File: src/stripe_beep_blink_indicator_assert.svh
// Assertion macros, clocked on i_clk and held off during reset
`ifndef STRIPE_BEEP_BLINK_INDICATOR_ASSERT_SVH
`define STRIPE_BEEP_BLINK_INDICATOR_ASSERT_SVH

// same-cycle implication
`define SBB_ASSERT_IMP(lbl, ante, cons, msg) \
    lbl: assert property (@(posedge i_clk) disable iff (!i_rst_n) (ante) |-> (cons)) \
        else $error(msg);

// next-cycle implication
`define SBB_ASSERT_NXT(lbl, ante, cons, msg) \
    lbl: assert property (@(posedge i_clk) disable iff (!i_rst_n) (ante) |=> (cons)) \
        else $error(msg);

`endif

File: src/sbb_ind_pkg.sv
`timescale 1ns / 1ps
package sbb_ind_pkg;

    localparam int unsigned OP_W     = 2;
    localparam int unsigned CNT_W    = 4;
    localparam int unsigned COL_W    = 8;
    localparam int unsigned RGB_W    = 3 * COL_W;
    localparam int unsigned PERIOD_W = 16;
    localparam int unsigned TOGG_W   = 8;
    localparam int unsigned BEEPS_W  = 5;
    localparam int unsigned CFG_IDX_W  = 2;
    localparam int unsigned CFG_DATA_W = 16;

    localparam logic [PERIOD_W-1:0] BEEP_PERIOD_RST  = 16'd100;
    localparam logic [PERIOD_W-1:0] BLINK_PERIOD_RST = 16'd500;
    localparam logic [TOGG_W-1:0]   BLINK_TOGG_RST   = 8'd16;

    localparam logic [RGB_W-1:0] RGB_BLACK = 24'h000000;
    localparam logic [RGB_W-1:0] RGB_WHITE = 24'hFFFFFF;

    typedef enum logic [OP_W-1:0] {
        OP_TICK   = 2'd0,
        OP_STRIPE = 2'd1,
        OP_BLINK  = 2'd2,
        OP_CLEAR  = 2'd3
    } t_op;

    typedef enum logic [CFG_IDX_W-1:0] {
        CFG_BEEP_PERIOD  = 2'd0,
        CFG_BLINK_PERIOD = 2'd1,
        CFG_BLINK_TOGG   = 2'd2
    } t_cfg_idx;

    typedef enum logic [2:0] {
        MODE_IDLE  = 3'b001,
        MODE_BEEP  = 3'b010,
        MODE_BLINK = 3'b100
    } t_mode;

    function automatic logic [RGB_W-1:0] stripe_rgb(input logic [CNT_W-1:0] cnt);
        logic [RGB_W-1:0] rgb;
        case (cnt)
            4'd1:    rgb = 24'hFF0000;
            4'd2:    rgb = 24'h00FF00;
            4'd3:    rgb = 24'hFFFF00;
            4'd4:    rgb = 24'h0000FF;
            4'd5:    rgb = 24'h800080;
            4'd6:    rgb = 24'h00FFFF;
            default: rgb = RGB_BLACK;
        endcase
        return rgb;
    endfunction

endpackage

File: src/sbb_in_if.sv
`timescale 1ns / 1ps
interface sbb_in_if;
    logic                           valid;
    logic                           ready;
    logic [sbb_ind_pkg::OP_W-1:0]   op;
    logic [sbb_ind_pkg::CNT_W-1:0]  stripe_count;

    modport source (output valid, output op, output stripe_count, input ready);
    modport sink   (input valid, input op, input stripe_count, output ready);
endinterface

File: src/sbb_out_if.sv
`timescale 1ns / 1ps
interface sbb_out_if;
    logic                           valid;
    logic                           ready;
    logic                           buzzer_on;
    logic [sbb_ind_pkg::COL_W-1:0]  red;
    logic [sbb_ind_pkg::COL_W-1:0]  green;
    logic [sbb_ind_pkg::COL_W-1:0]  blue;
    logic                           busy_res;

    modport source (output valid, output buzzer_on, output red, output green,
                    output blue, output busy_res, input ready);
    modport sink   (input valid, input buzzer_on, input red, input green,
                    input blue, input busy_res, output ready);
endinterface

File: src/stripe_beep_blink_indicator.sv
`timescale 1ns / 1ps
// channel  | direction | handshake          | payload
// i_in     | sink      | valid / ready      | op, stripe_count
// o_out    | source    | valid / ready      | buzzer_on, red, green, blue, busy_res
// i_cfg_*  | sink      | i_cfg_we only      | i_cfg_idx, i_cfg_data
//
// One item per cycle sustained while the result is taken; items pass the input register
// then the result register; an item's state updates as it enters the result register.
// Synchronous active-low reset clears both stage valids and all sequence state, and
// restores the config defaults.
// A stalled result holds the pipe; the input register still takes one item while the
// result waits, then ready drops until the result is taken.
module stripe_beep_blink_indicator (
    input  logic                                i_clk,
    input  logic                                i_rst_n,
    input  logic                                i_cfg_we,
    input  logic [sbb_ind_pkg::CFG_IDX_W-1:0]   i_cfg_idx,
    input  logic [sbb_ind_pkg::CFG_DATA_W-1:0]  i_cfg_data,
    sbb_in_if.sink                              i_in,
    sbb_out_if.source                           o_out
);

    `include "stripe_beep_blink_indicator_assert.svh"

    logic [sbb_ind_pkg::PERIOD_W-1:0] r_beep_period;
    logic [sbb_ind_pkg::PERIOD_W-1:0] r_blink_period;
    logic [sbb_ind_pkg::TOGG_W-1:0]   r_blink_togg;

    logic                             r_in_valid;
    sbb_ind_pkg::t_op                 r_op;
    logic [sbb_ind_pkg::CNT_W-1:0]    r_cnt;

    logic                             r_out_valid;
    logic                             r_out_buzz;
    logic [sbb_ind_pkg::RGB_W-1:0]    r_out_rgb;
    logic                             r_out_busy;

    sbb_ind_pkg::t_mode               r_mode,        n_mode;
    logic [sbb_ind_pkg::PERIOD_W-1:0] r_elapsed,     n_elapsed;
    logic [sbb_ind_pkg::CNT_W-1:0]    r_target,      n_target;
    logic [sbb_ind_pkg::BEEPS_W-1:0]  r_beeps_done,  n_beeps_done;
    logic                             r_buzz,        n_buzz;
    logic [sbb_ind_pkg::TOGG_W-1:0]   r_blink_done,  n_blink_done;
    logic                             r_phase,       n_phase;
    logic [sbb_ind_pkg::RGB_W-1:0]    r_rgb,         n_rgb;

    logic                             adv;
    logic                             in_take;
    logic [sbb_ind_pkg::PERIOD_W-1:0] el_inc;

    assign adv     = r_in_valid && (!r_out_valid || o_out.ready);
    assign in_take = i_in.valid && i_in.ready;

    assign i_in.ready      = !r_in_valid || adv;
    assign o_out.valid     = r_out_valid;
    assign o_out.buzzer_on = r_out_buzz;
    assign o_out.red       = r_out_rgb[23:16];
    assign o_out.green     = r_out_rgb[15:8];
    assign o_out.blue      = r_out_rgb[7:0];
    assign o_out.busy_res  = r_out_busy;

    assign el_inc = (r_elapsed == {sbb_ind_pkg::PERIOD_W{1'b1}}) ? r_elapsed
                                                                : r_elapsed + 16'd1;

    always_comb begin
        n_mode       = r_mode;
        n_elapsed    = r_elapsed;
        n_target     = r_target;
        n_beeps_done = r_beeps_done;
        n_buzz       = r_buzz;
        n_blink_done = r_blink_done;
        n_phase      = r_phase;
        n_rgb        = r_rgb;
        unique case (r_op)
            sbb_ind_pkg::OP_TICK: begin
                unique case (r_mode)
                    sbb_ind_pkg::MODE_BEEP: begin
                        if (el_inc >= r_beep_period) begin
                            n_elapsed = '0;
                            if (r_buzz) begin
                                n_buzz = 1'b0;
                                if (r_beeps_done != 5'd31) begin
                                    n_beeps_done = r_beeps_done + 5'd1;
                                end
                                if (n_beeps_done >= {1'b0, r_target}) begin
                                    n_mode = sbb_ind_pkg::MODE_IDLE;
                                end
                            end else begin
                                n_buzz = 1'b1;
                            end
                        end else begin
                            n_elapsed = el_inc;
                        end
                    end
                    sbb_ind_pkg::MODE_BLINK: begin
                        if (el_inc >= r_blink_period) begin
                            n_elapsed = '0;
                            n_phase   = !r_phase;
                            n_rgb     = n_phase ? sbb_ind_pkg::RGB_WHITE
                                                : sbb_ind_pkg::RGB_BLACK;
                            n_buzz    = n_phase;
                            if (r_blink_done != 8'd255) begin
                                n_blink_done = r_blink_done + 8'd1;
                            end
                            if (n_blink_done >= r_blink_togg) begin
                                n_rgb  = sbb_ind_pkg::RGB_BLACK;
                                n_buzz = 1'b0;
                                n_mode = sbb_ind_pkg::MODE_IDLE;
                            end
                        end else begin
                            n_elapsed = el_inc;
                        end
                    end
                    default: begin
                    end
                endcase
            end
            sbb_ind_pkg::OP_STRIPE: begin
                n_rgb        = sbb_ind_pkg::stripe_rgb(r_cnt);
                n_target     = r_cnt;
                n_beeps_done = '0;
                n_buzz       = 1'b1;
                n_mode       = sbb_ind_pkg::MODE_BEEP;
                n_elapsed    = '0;
            end
            sbb_ind_pkg::OP_BLINK: begin
                n_mode       = sbb_ind_pkg::MODE_BLINK;
                n_blink_done = '0;
                n_phase      = 1'b1;
                n_elapsed    = '0;
                n_rgb        = sbb_ind_pkg::RGB_WHITE;
                n_buzz       = 1'b1;
            end
            sbb_ind_pkg::OP_CLEAR: begin
                n_rgb  = sbb_ind_pkg::RGB_BLACK;
                n_buzz = 1'b0;
                n_mode = sbb_ind_pkg::MODE_IDLE;
            end
            default: begin
            end
        endcase
    end

    always_ff @(posedge i_clk) begin
        if (!i_rst_n) begin
            r_beep_period  <= sbb_ind_pkg::BEEP_PERIOD_RST;
            r_blink_period <= sbb_ind_pkg::BLINK_PERIOD_RST;
            r_blink_togg   <= sbb_ind_pkg::BLINK_TOGG_RST;
        end else if (i_cfg_we) begin
            case (i_cfg_idx)
                sbb_ind_pkg::CFG_BEEP_PERIOD:  r_beep_period  <= i_cfg_data;
                sbb_ind_pkg::CFG_BLINK_PERIOD: r_blink_period <= i_cfg_data;
                sbb_ind_pkg::CFG_BLINK_TOGG:   r_blink_togg   <= i_cfg_data[7:0];
                default: begin
                end
            endcase
        end
    end

    always_ff @(posedge i_clk) begin
        if (!i_rst_n) begin
            r_in_valid <= 1'b0;
        end else if (i_in.ready) begin
            r_in_valid <= i_in.valid;
        end
    end

    always_ff @(posedge i_clk) begin
        if (in_take) begin
            r_op  <= sbb_ind_pkg::t_op'(i_in.op);
            r_cnt <= i_in.stripe_count;
        end
    end

    always_ff @(posedge i_clk) begin
        if (!i_rst_n) begin
            r_out_valid <= 1'b0;
        end else if (adv) begin
            r_out_valid <= 1'b1;
        end else if (o_out.ready) begin
            r_out_valid <= 1'b0;
        end
    end

    always_ff @(posedge i_clk) begin
        if (adv) begin
            r_out_buzz <= n_buzz;
            r_out_rgb  <= n_rgb;
            r_out_busy <= (n_mode == sbb_ind_pkg::MODE_BLINK);
        end
    end

    always_ff @(posedge i_clk) begin
        if (!i_rst_n) begin
            r_mode       <= sbb_ind_pkg::MODE_IDLE;
            r_elapsed    <= '0;
            r_target     <= '0;
            r_beeps_done <= '0;
            r_buzz       <= 1'b0;
            r_blink_done <= '0;
            r_phase      <= 1'b0;
            r_rgb        <= sbb_ind_pkg::RGB_BLACK;
        end else if (adv) begin
            r_mode       <= n_mode;
            r_elapsed    <= n_elapsed;
            r_target     <= n_target;
            r_beeps_done <= n_beeps_done;
            r_buzz       <= n_buzz;
            r_blink_done <= n_blink_done;
            r_phase      <= n_phase;
            r_rgb        <= n_rgb;
        end
    end

    `SBB_ASSERT_IMP(a_blink_white, o_out.valid && o_out.busy_res,
        (o_out.buzzer_on == (o_out.red == 8'hFF)) && (o_out.red == o_out.green)
        && (o_out.green == o_out.blue), "blink result not white light with buzzer")
    `SBB_ASSERT_NXT(a_adv_fills, adv, r_out_valid, "advanced item missing from result")
    `SBB_ASSERT_NXT(a_hold_item, r_in_valid && !adv, r_in_valid, "stalled item dropped")
    `SBB_ASSERT_IMP(a_beep_count, r_mode == sbb_ind_pkg::MODE_BEEP,
        (r_beeps_done < {1'b0, r_target}) || (r_beeps_done == 5'd0),
        "beep train ran past its count")

endmodule
File: src/flat_wrapper.sv
// flat-port wrapper written by rule: the top's interface ports become plain ports
module stripe_beep_blink_indicator_flat 
  (i_clk, i_rst_n, i_cfg_we, i_cfg_idx, i_cfg_data, i_in_valid, i_in_op, i_in_stripe_count, i_in_ready, o_out_valid, o_out_buzzer_on, o_out_red, o_out_green, o_out_blue, o_out_busy_res, o_out_ready);
  sbb_in_if i_in_i ();
  sbb_out_if o_out_i ();
  input  logic i_clk;
  input  logic i_rst_n;
  input  logic i_cfg_we;
  input  logic [sbb_ind_pkg::CFG_IDX_W-1:0] i_cfg_idx;
  input  logic [sbb_ind_pkg::CFG_DATA_W-1:0] i_cfg_data;
  input wire logic [$bits(i_in_i.valid)-1:0] i_in_valid;
  input wire logic [$bits(i_in_i.op)-1:0] i_in_op;
  input wire logic [$bits(i_in_i.stripe_count)-1:0] i_in_stripe_count;
  output wire logic [$bits(i_in_i.ready)-1:0] i_in_ready;
  output wire logic [$bits(o_out_i.valid)-1:0] o_out_valid;
  output wire logic [$bits(o_out_i.buzzer_on)-1:0] o_out_buzzer_on;
  output wire logic [$bits(o_out_i.red)-1:0] o_out_red;
  output wire logic [$bits(o_out_i.green)-1:0] o_out_green;
  output wire logic [$bits(o_out_i.blue)-1:0] o_out_blue;
  output wire logic [$bits(o_out_i.busy_res)-1:0] o_out_busy_res;
  input wire logic [$bits(o_out_i.ready)-1:0] o_out_ready;
  assign i_in_i.valid = i_in_valid;
  assign i_in_i.op = i_in_op;
  assign i_in_i.stripe_count = i_in_stripe_count;
  assign i_in_ready = i_in_i.ready;
  assign o_out_valid = o_out_i.valid;
  assign o_out_buzzer_on = o_out_i.buzzer_on;
  assign o_out_red = o_out_i.red;
  assign o_out_green = o_out_i.green;
  assign o_out_blue = o_out_i.blue;
  assign o_out_busy_res = o_out_i.busy_res;
  assign o_out_i.ready = o_out_ready;
  stripe_beep_blink_indicator u_core (.i_clk(i_clk), .i_rst_n(i_rst_n), .i_cfg_we(i_cfg_we), .i_cfg_idx(i_cfg_idx), .i_cfg_data(i_cfg_data), .i_in(i_in_i), .o_out(o_out_i));
endmodule
File: config.mk
export PLATFORM = sky130hd
export DESIGN_NAME = stripe_beep_blink_indicator_flat
export DESIGN_NICKNAME = d
export VERILOG_FILES = /design/src/sbb_ind_pkg.sv /design/src/sbb_in_if.sv /design/src/sbb_out_if.sv /design/src/stripe_beep_blink_indicator.sv /design/src/flat_wrapper.sv
export VERILOG_INCLUDE_DIRS = /design/src /design/src/src
export SDC_FILE = /design/constraint.sdc
export NUM_CORES = 1
export LEC_CHECK = 0
export ABC_CLOCK_PERIOD_IN_PS = 3500
export BUFFER_PORTS_ARGS = -buffer_cell sky130_fd_sc_hd__buf_2
export CAP_MARGIN = 20
export CORE_UTILIZATION = 54
export DETAILED_ROUTE_END_ITERATION = 12
export GPL_TIMING_DRIVEN = 0
export HOLD_SLACK_MARGIN = 0.1
export PLACE_DENSITY = 0.76
export SYNTH_ARGS = -nofsm -noshare
export SYNTH_HDL_FRONTEND = slang
export SYNTH_SLANG_ARGS = --single-unit
export TNS_END_PERCENT = 5
File: constraint.sdc
create_clock -name i_clk -period 3.5 [get_ports i_clk]
set_input_delay 0.525 -clock i_clk [delete_from_list [all_inputs] [get_ports i_clk]]
set_output_delay 0.525 -clock i_clk [all_outputs]
set_load 0.02 [all_outputs]
---- Word-level counts from Yosys, hierarchy flattened ----
Cells that the tools add are included.
cells by class
  mux-type cells .......................... 45
  reduce and logical (&&, ||, !) cells .... 21
  $lt $le $gt $ge ......................... 4
  equality and inequality tests ........... 23
  add/sub/neg operators ................... 3
operators by type and width
  kind                   count
  $pmux 24 s6            1
  $mux 24                4
  $pmux 24 s4            1
  $pmux 16 s2            2
  $mux 16                3
  $mux 8                 6
  $mux 5                 8
  $ge 16x16->1           2
  $add 16x1->16 const B  1
  $eq 16x16->1 const B   1
  $pmux 8 s2             1
  $mux 3                 5
  $eq 4x3->1 const B     3
  $pmux 3 s4             1
  $pmux 5 s2             1
  $add 8x1->8 const B    1
  $eq 4x2->1 const B     2
  $ge 8x8->1             1
  $mux 1                 8
  $ne 8x8->1 const B     1
  $reduce_and 2->1       4
  $reduce_bool 2->1      4
  $eq 2x2->1 const B     3
  $eq 3x3->1 const B     2
  20 further kinds       30
word-level totals
  output and inout bits ................... 28
  word-level logic and storage cells ...... 114
  register bits after elaboration ......... 136

---- Longest topological paths before layout ----
  depth in word-level cells ............... 13
  depth in mapped cells ................... 17
  gate-level depth less buffers ........... 14

---- Least setup slack after synthesis ----
OpenSTA, ideal clock, no wires.
  path type ............................... register -> register
  start ................................... register u_core.r_elapsed[0] (netlist bit)
  end ..................................... register u_core.r_out_rgb[3] (netlist bit), data pin
  clock period less this slack ............ 3807 ps
  path slack .............................. -307 ps
  data arrival time ....................... 3529 ps
  stages on the path, launching flop included .. 17
  library setup time ...................... 279 ps
  cell sequence ........................... dfxtp_1 ha_1 and3_1 clkbuf_1 nand4_1 clkbuf_1 nand3_1 xnor2_1 ha_1 nand2_1 nor3_2 or4b_4 a31o_2 buf_6 clkbuf_1 a21oi_1 o21ai_1
between the ends
  cells in the longest elaborated chain, start to end .. 6
  elaborated cells on any way between the ends .. 7
ends and longest elaborated chain
  what                                                  line                                                                  source
  start, declared                                       stripe_beep_blink_indicator.sv:39                                     logic [sbb_ind_pkg::PERIOD_W-1:0] r_elapsed, n_elapsed;
  start signal, assigned                                stripe_beep_blink_indicator.sv:205                                    r_elapsed <= n_elapsed;
  $add 16x1->16 / $eq 16x16->1 (equally long branches)  stripe_beep_blink_indicator.sv:63, stripe_beep_blink_indicator.sv:62
  $mux 16 (*)                                           stripe_beep_blink_indicator.sv:62                                     assign el_inc = (r_elapsed == {sbb_ind_pkg::PERIOD_W{1'b1}}) ? r_elapsed
  $ge 16x16->1 (*)                                      stripe_beep_blink_indicator.sv:96                                     if (el_inc >= r_blink_period) begin
  $mux 24 (*)                                           stripe_beep_blink_indicator.sv:96
  $mux 24 (*)                                           stripe_beep_blink_indicator.sv:76                                     unique case (r_mode)
  $pmux 24 s4 (*)                                       stripe_beep_blink_indicator.sv:74                                     unique case (r_op)
  named net u_core.n_rgb (one bit)                      stripe_beep_blink_indicator.sv:45                                     logic [sbb_ind_pkg::RGB_W-1:0] r_rgb, n_rgb;
  end signal, assigned                                  stripe_beep_blink_indicator.sv:188                                    r_out_rgb <= n_rgb;
  end, declared                                         stripe_beep_blink_indicator.sv:35                                     logic [sbb_ind_pkg::RGB_W-1:0] r_out_rgb;
The timed path passes the listed nets; every way through them passes the cells marked *.
A chain may end at the register's enable or synchronous reset.

---- Worst setup path in the final report ----
  start ................................... register u_core.r_elapsed[7] (netlist bit)
  end ..................................... register u_core.r_out_buzz, in the netlist u_core.o_out.buzzer_on, data pin
between the ends
  cells in the longest elaborated chain, start to end .. 6
  elaborated cells on any way between the ends .. 9
ends and longest elaborated chain
  what                                                  line                                                                  source
  $add 16x1->16 / $eq 16x16->1 (equally long branches)  stripe_beep_blink_indicator.sv:63, stripe_beep_blink_indicator.sv:62
  $mux 16 (*)                                           stripe_beep_blink_indicator.sv:62
  $ge 16x16->1 (on tied branches)                       stripe_beep_blink_indicator.sv:96, stripe_beep_blink_indicator.sv:78
  $mux 1 (on tied branches)                             stripe_beep_blink_indicator.sv:96, stripe_beep_blink_indicator.sv:78
  $pmux 1 s2 (*)                                        stripe_beep_blink_indicator.sv:76
  $pmux 1 s3 (*)                                        stripe_beep_blink_indicator.sv:74
  named net u_core.n_buzz                               stripe_beep_blink_indicator.sv:42                                     logic r_buzz, n_buzz;
  end signal, assigned                                  stripe_beep_blink_indicator.sv:187                                    r_out_buzz <= n_buzz;
  end, declared                                         stripe_beep_blink_indicator.sv:34                                     logic r_out_buzz;
Marks and branches as above.

==> metrics.md <==
| Metric | Value |
|---|---|
| Hold Path Class | input port to register |
| Final Hold Viols | 0 |
| DRT Pass-1 Iters | 5 |
| Root Driver | clkbuf_16 |
| Die Height | 116 µm |
| H-tree levels | 4 |
| N_diodes | 0 |
| Vias/cell | a little under 6 |
| Clock Sinks | 136 |
| Worst slew pin tran | roughly 860 ps |
| Critical Path AT | 4150 ps |
| Crit Path Category | register to register |
| CTS tree | built |
| Grt ovf | 0 |
| Final Cycle Share | 111% |
| Share of cells above drive strength 1 | 23.9% |
| Seq cells post-synth | between 100 and 150 |
| Initial antenna violation count | 0 |
| PortBufs | 55 |
| Starting Density | between 50% and 60% |
| Sequential share of power | about 44% |
| Main synth FF type | dfxtp_1 |
| ANT nets after route | 0 |
| Final Skew | roughly 11 ps |
| Total GRT Usage | between 20 and 30% |
| Comb pwr share | 8.4% |
| R2r setup slk | -370 ps |
| Distinct cells, synth | 67 |
| Via total after detailed routing | between 6,000 and 7,000 |
| Max Buffers Root-to-Sink | 2 |
| CP Data Required Time | 3780 ps |
| Synthesized net count | 862 |
| Avg Inst Size Synth | between 8 and 9 µm² |
| Relative slew slack | ~42% |
| Startpoint class of the critical path | register |
| Core Box Area | around 0.013 mm² |
| Leak | 3.72 nW |
| VDD IR-drop max | approximately 0.00031 V |
| Async SR Flop Fraction | 0% |
| Power per Cell Area | ~430 mW/mm² |
| Vias in the first global route | about 6,000 |
| Synth Warn # | 0 |
| Int Pwr | roughly 2.8 mW |
| Non-filler instance count after layout | 1,068 |
| Pins over their slew limit | 0 |
| Final min period | slightly below 4000 ps |
| Placed insts | 1,008 |
| Status | finished with violations |
| Clock transition at path regs | about 60 ps |
| Die W | 116 µm |
| Register area share after synthesis | 43.6% |
| Mapped cell area | about 0.0070 mm² |
| Initial DRC count | approximately 600 |
| Routed len/inst | 16.9 µm |
| Switching power | approximately 0.96 mW |
| Full die area | 0.0134 mm² |
| Total power | approximately 3.8 mW |
| Global-route wire length before repair | about 28,000 µm |
| CTS buffer count | 17 |
| Highest net fanout along the worst path | 8 |
| Final HPWL DP | 11,900 µm |
| Clock share of power | between 40% and 50% |
| Worst-Skew Late Latency | approximately 440 ps |
| Final #Nets | 964 |
| Fin Setup TNS | -22,690 ps |
| Area of the multi-input gates | between 0.003 and 0.004 mm² |
| Failing checks | setup timing |
| Crit end category | register |
| Switching Share | about a quarter |
| Final core occ | between 70% and 80% |
| Gpl congestion | 0.880 |
| Fmax | between 200 and 300 MHz |
| Post-Synthesis Cells | around 800 |
| Routed Wire Length | about 18,000 µm |
| Area delta synth->final | 26.5% |
| Number of flops mapped to enable cells by yosys | 32 |
| Largest net degree at the start of global routing | 36 |
| RSZ-0062 raised after global routing | true |
| FP Rows | 41 |
| Final worst slack | -375 ps |
| Setup Viol. Count Final | 83 |
| Max capacitance violation total | 0 |
| Hold buffer count at CTS | 0 |
| Register Area | 0.00306 mm² |
| Fill cells | approximately 900 |
| Io pins | 57 |
| DRC | 0 |
-- path summary, 6_finish.rpt --
path | from | cells past startpoint | end
worst min register to register | u_core.r_beep_period[8]$_SDFFE_PN0P_ | 2 | u_core.r_beep_period[8]$_SDFFE_PN0P_
worst max-delay path | u_core.r_elapsed[7]$_SDFFE_PN0P_ | 17 | u_core.o_out.buzzer_on$_DFFE_PP_
worst min-delay path | i_in_stripe_count[3] | 1 | u_core.r_cnt[3]$_DFFE_PP_
worst max register to register | u_core.r_elapsed[7]$_SDFFE_PN0P_ | 17 | u_core.o_out.buzzer_on$_DFFE_PP_
-- worst max-delay path: stages (launching register included) --
cell       delay [ps]
dfxtp_4           370
nand4_1           200
nor3_4            330
nand4_1           190
buf_6             190
clkbuf_16         160
nand3_4           110
xnor2_4           110
ha_4              300
nand2_4            50
nor3_4            210
or4b_4            530
a31oi_4           240
and3_4            230
buf_12            130
buf_8             130
nor2_4             30
a31oi_2           210
-- registers in the layout (all words and copies together), names as in the netlist, 2 cells and up --
signal,cells
u_core.r_beep_period,16
u_core.r_beeps_done,5
u_core.r_blink_done,8
u_core.r_blink_period,16
u_core.r_blink_togg,8
u_core.r_cnt,4
u_core.r_elapsed,16
u_core.r_mode,3
u_core.r_op,2
u_core.r_out_rgb,24
u_core.r_rgb,24
u_core.r_target,4
-- cell usage in the layout, fill, tap and decap left out, types with 13 or more instances in the layout --
cell,Yosys,layout
a21oi_2,3,18
o21ai_0,25,21
dfxtp_1,104,97
a21oi_1,76,58
o211ai_1,13,13
inv_1,57,57
buf_4,2,28
nand3_1,29,25
edfxtp_1,32,32
nand2_1,110,106
clkbuf_1,24,20
ha_1,52,48
a21o_1,26,26
clkbuf_16,0,19
buf_2,8,58
o21ai_1,23,26
nor2_1,44,40
-- kinds of logic after synthesis --
group / count (synthesis) / share of synthesized area [%]
buffers and inverters: 96 / 5.64
DFF: 136 / 43.6
adders and majority gates: 52 / 9.32
and+or+nand+nor: 244 / 16.8
AOI/OAI and AO/OA: 220 / 20.2
xor gates and xnor gates: 17 / 2.13
muxes: 16 / 2.36
-- synthesized netlist by cell type (all sizes together) (2+ instances only) --
cell type,count,area [µm²]
a31oi,10,77.6
nor4,3,33.8
mux2,4,45.0
nand2b,5,31.3
a21o,26,195
edfxtp,32,961
o21a,7,52.6
nand3b,3,22.5
nand3,29,145
a21oi,79,407
o2bb2ai,11,96.3
nand2,110,413
o31a,2,17.5
and3,7,48.8
xnor2,16,140
o32ai,4,42.6
inv,57,214
nor2b,4,25.0
nor3b,2,15.0
a22o,6,52.6
ha,52,651
nor4b,2,23.8
or3b,2,17.5
o311a,2,20.0
nand4,11,81.3
clkbuf,25,95.1
mux2i,12,120
o21ai,48,240
nor2,44,165
or4b,2,23.8
nor3,11,60.1
and2,4,25.0
buf,13,81.3
dfxtp,104,2080
a2111oi,2,17.5
o211ai,13,97.6
-- per-layer routing --
metal | track usage [%] | wire length (µm)
met2 | 45.3 | 8930
met3 | 5.18 | 1300
met4 | 15.1 | 482
met1 | 33.3 | 7360
met5 | 0 | 0
-- stage by stage --
| stage | setup slack [ps] | instance area (µm²) | hold slack, ps |
|---|---|---|---|
| floorplan | -35.1 | 7080 | 427 |
| global placement | -588 | 7570 | 433 |
| detailed placement | -736 | 7570 | 440 |
| CTS | -207 | 8540 | 250 |
| global route | -453 | 8840 | 260 |
| finish | -375 | 8840 | 261 |
-- power by group through the flow --
stage               logic [mW]  clock network [mW]  registers, mW
detailed placement       0.284                   0           1.73
global route             0.350                1.87           1.70
finish                   0.321                1.79           1.69
CTS                      0.304                1.81           1.69
global placement         0.275                   0           1.72
floorplan                0.169                   0           1.74
-- cell type report --
cell class,instances,share of cell area (%)
tap,172,2.43
clock buffer,18,4.86
multi-input combinational,549,44.7
inverter,58,2.46
timing repair buffer,87,6.21
sequential,136,34.7
clock inverter,14,1.84
buffer,34,2.82
-- what timing repair did --
| item | CTS | global route |
|---|---|---|
| endpoints found under the setup margin | 84 | 84 |
| hold endpoints to repair | 0 | 0 |
| pin swaps | 23 | 31 |
| gates resized for setup | 60 | 44 |
| cloned | 1 | 1 |
| setup buffers | 17 | 12 |
Note: power is estimated with default switching activity, not from simulation.
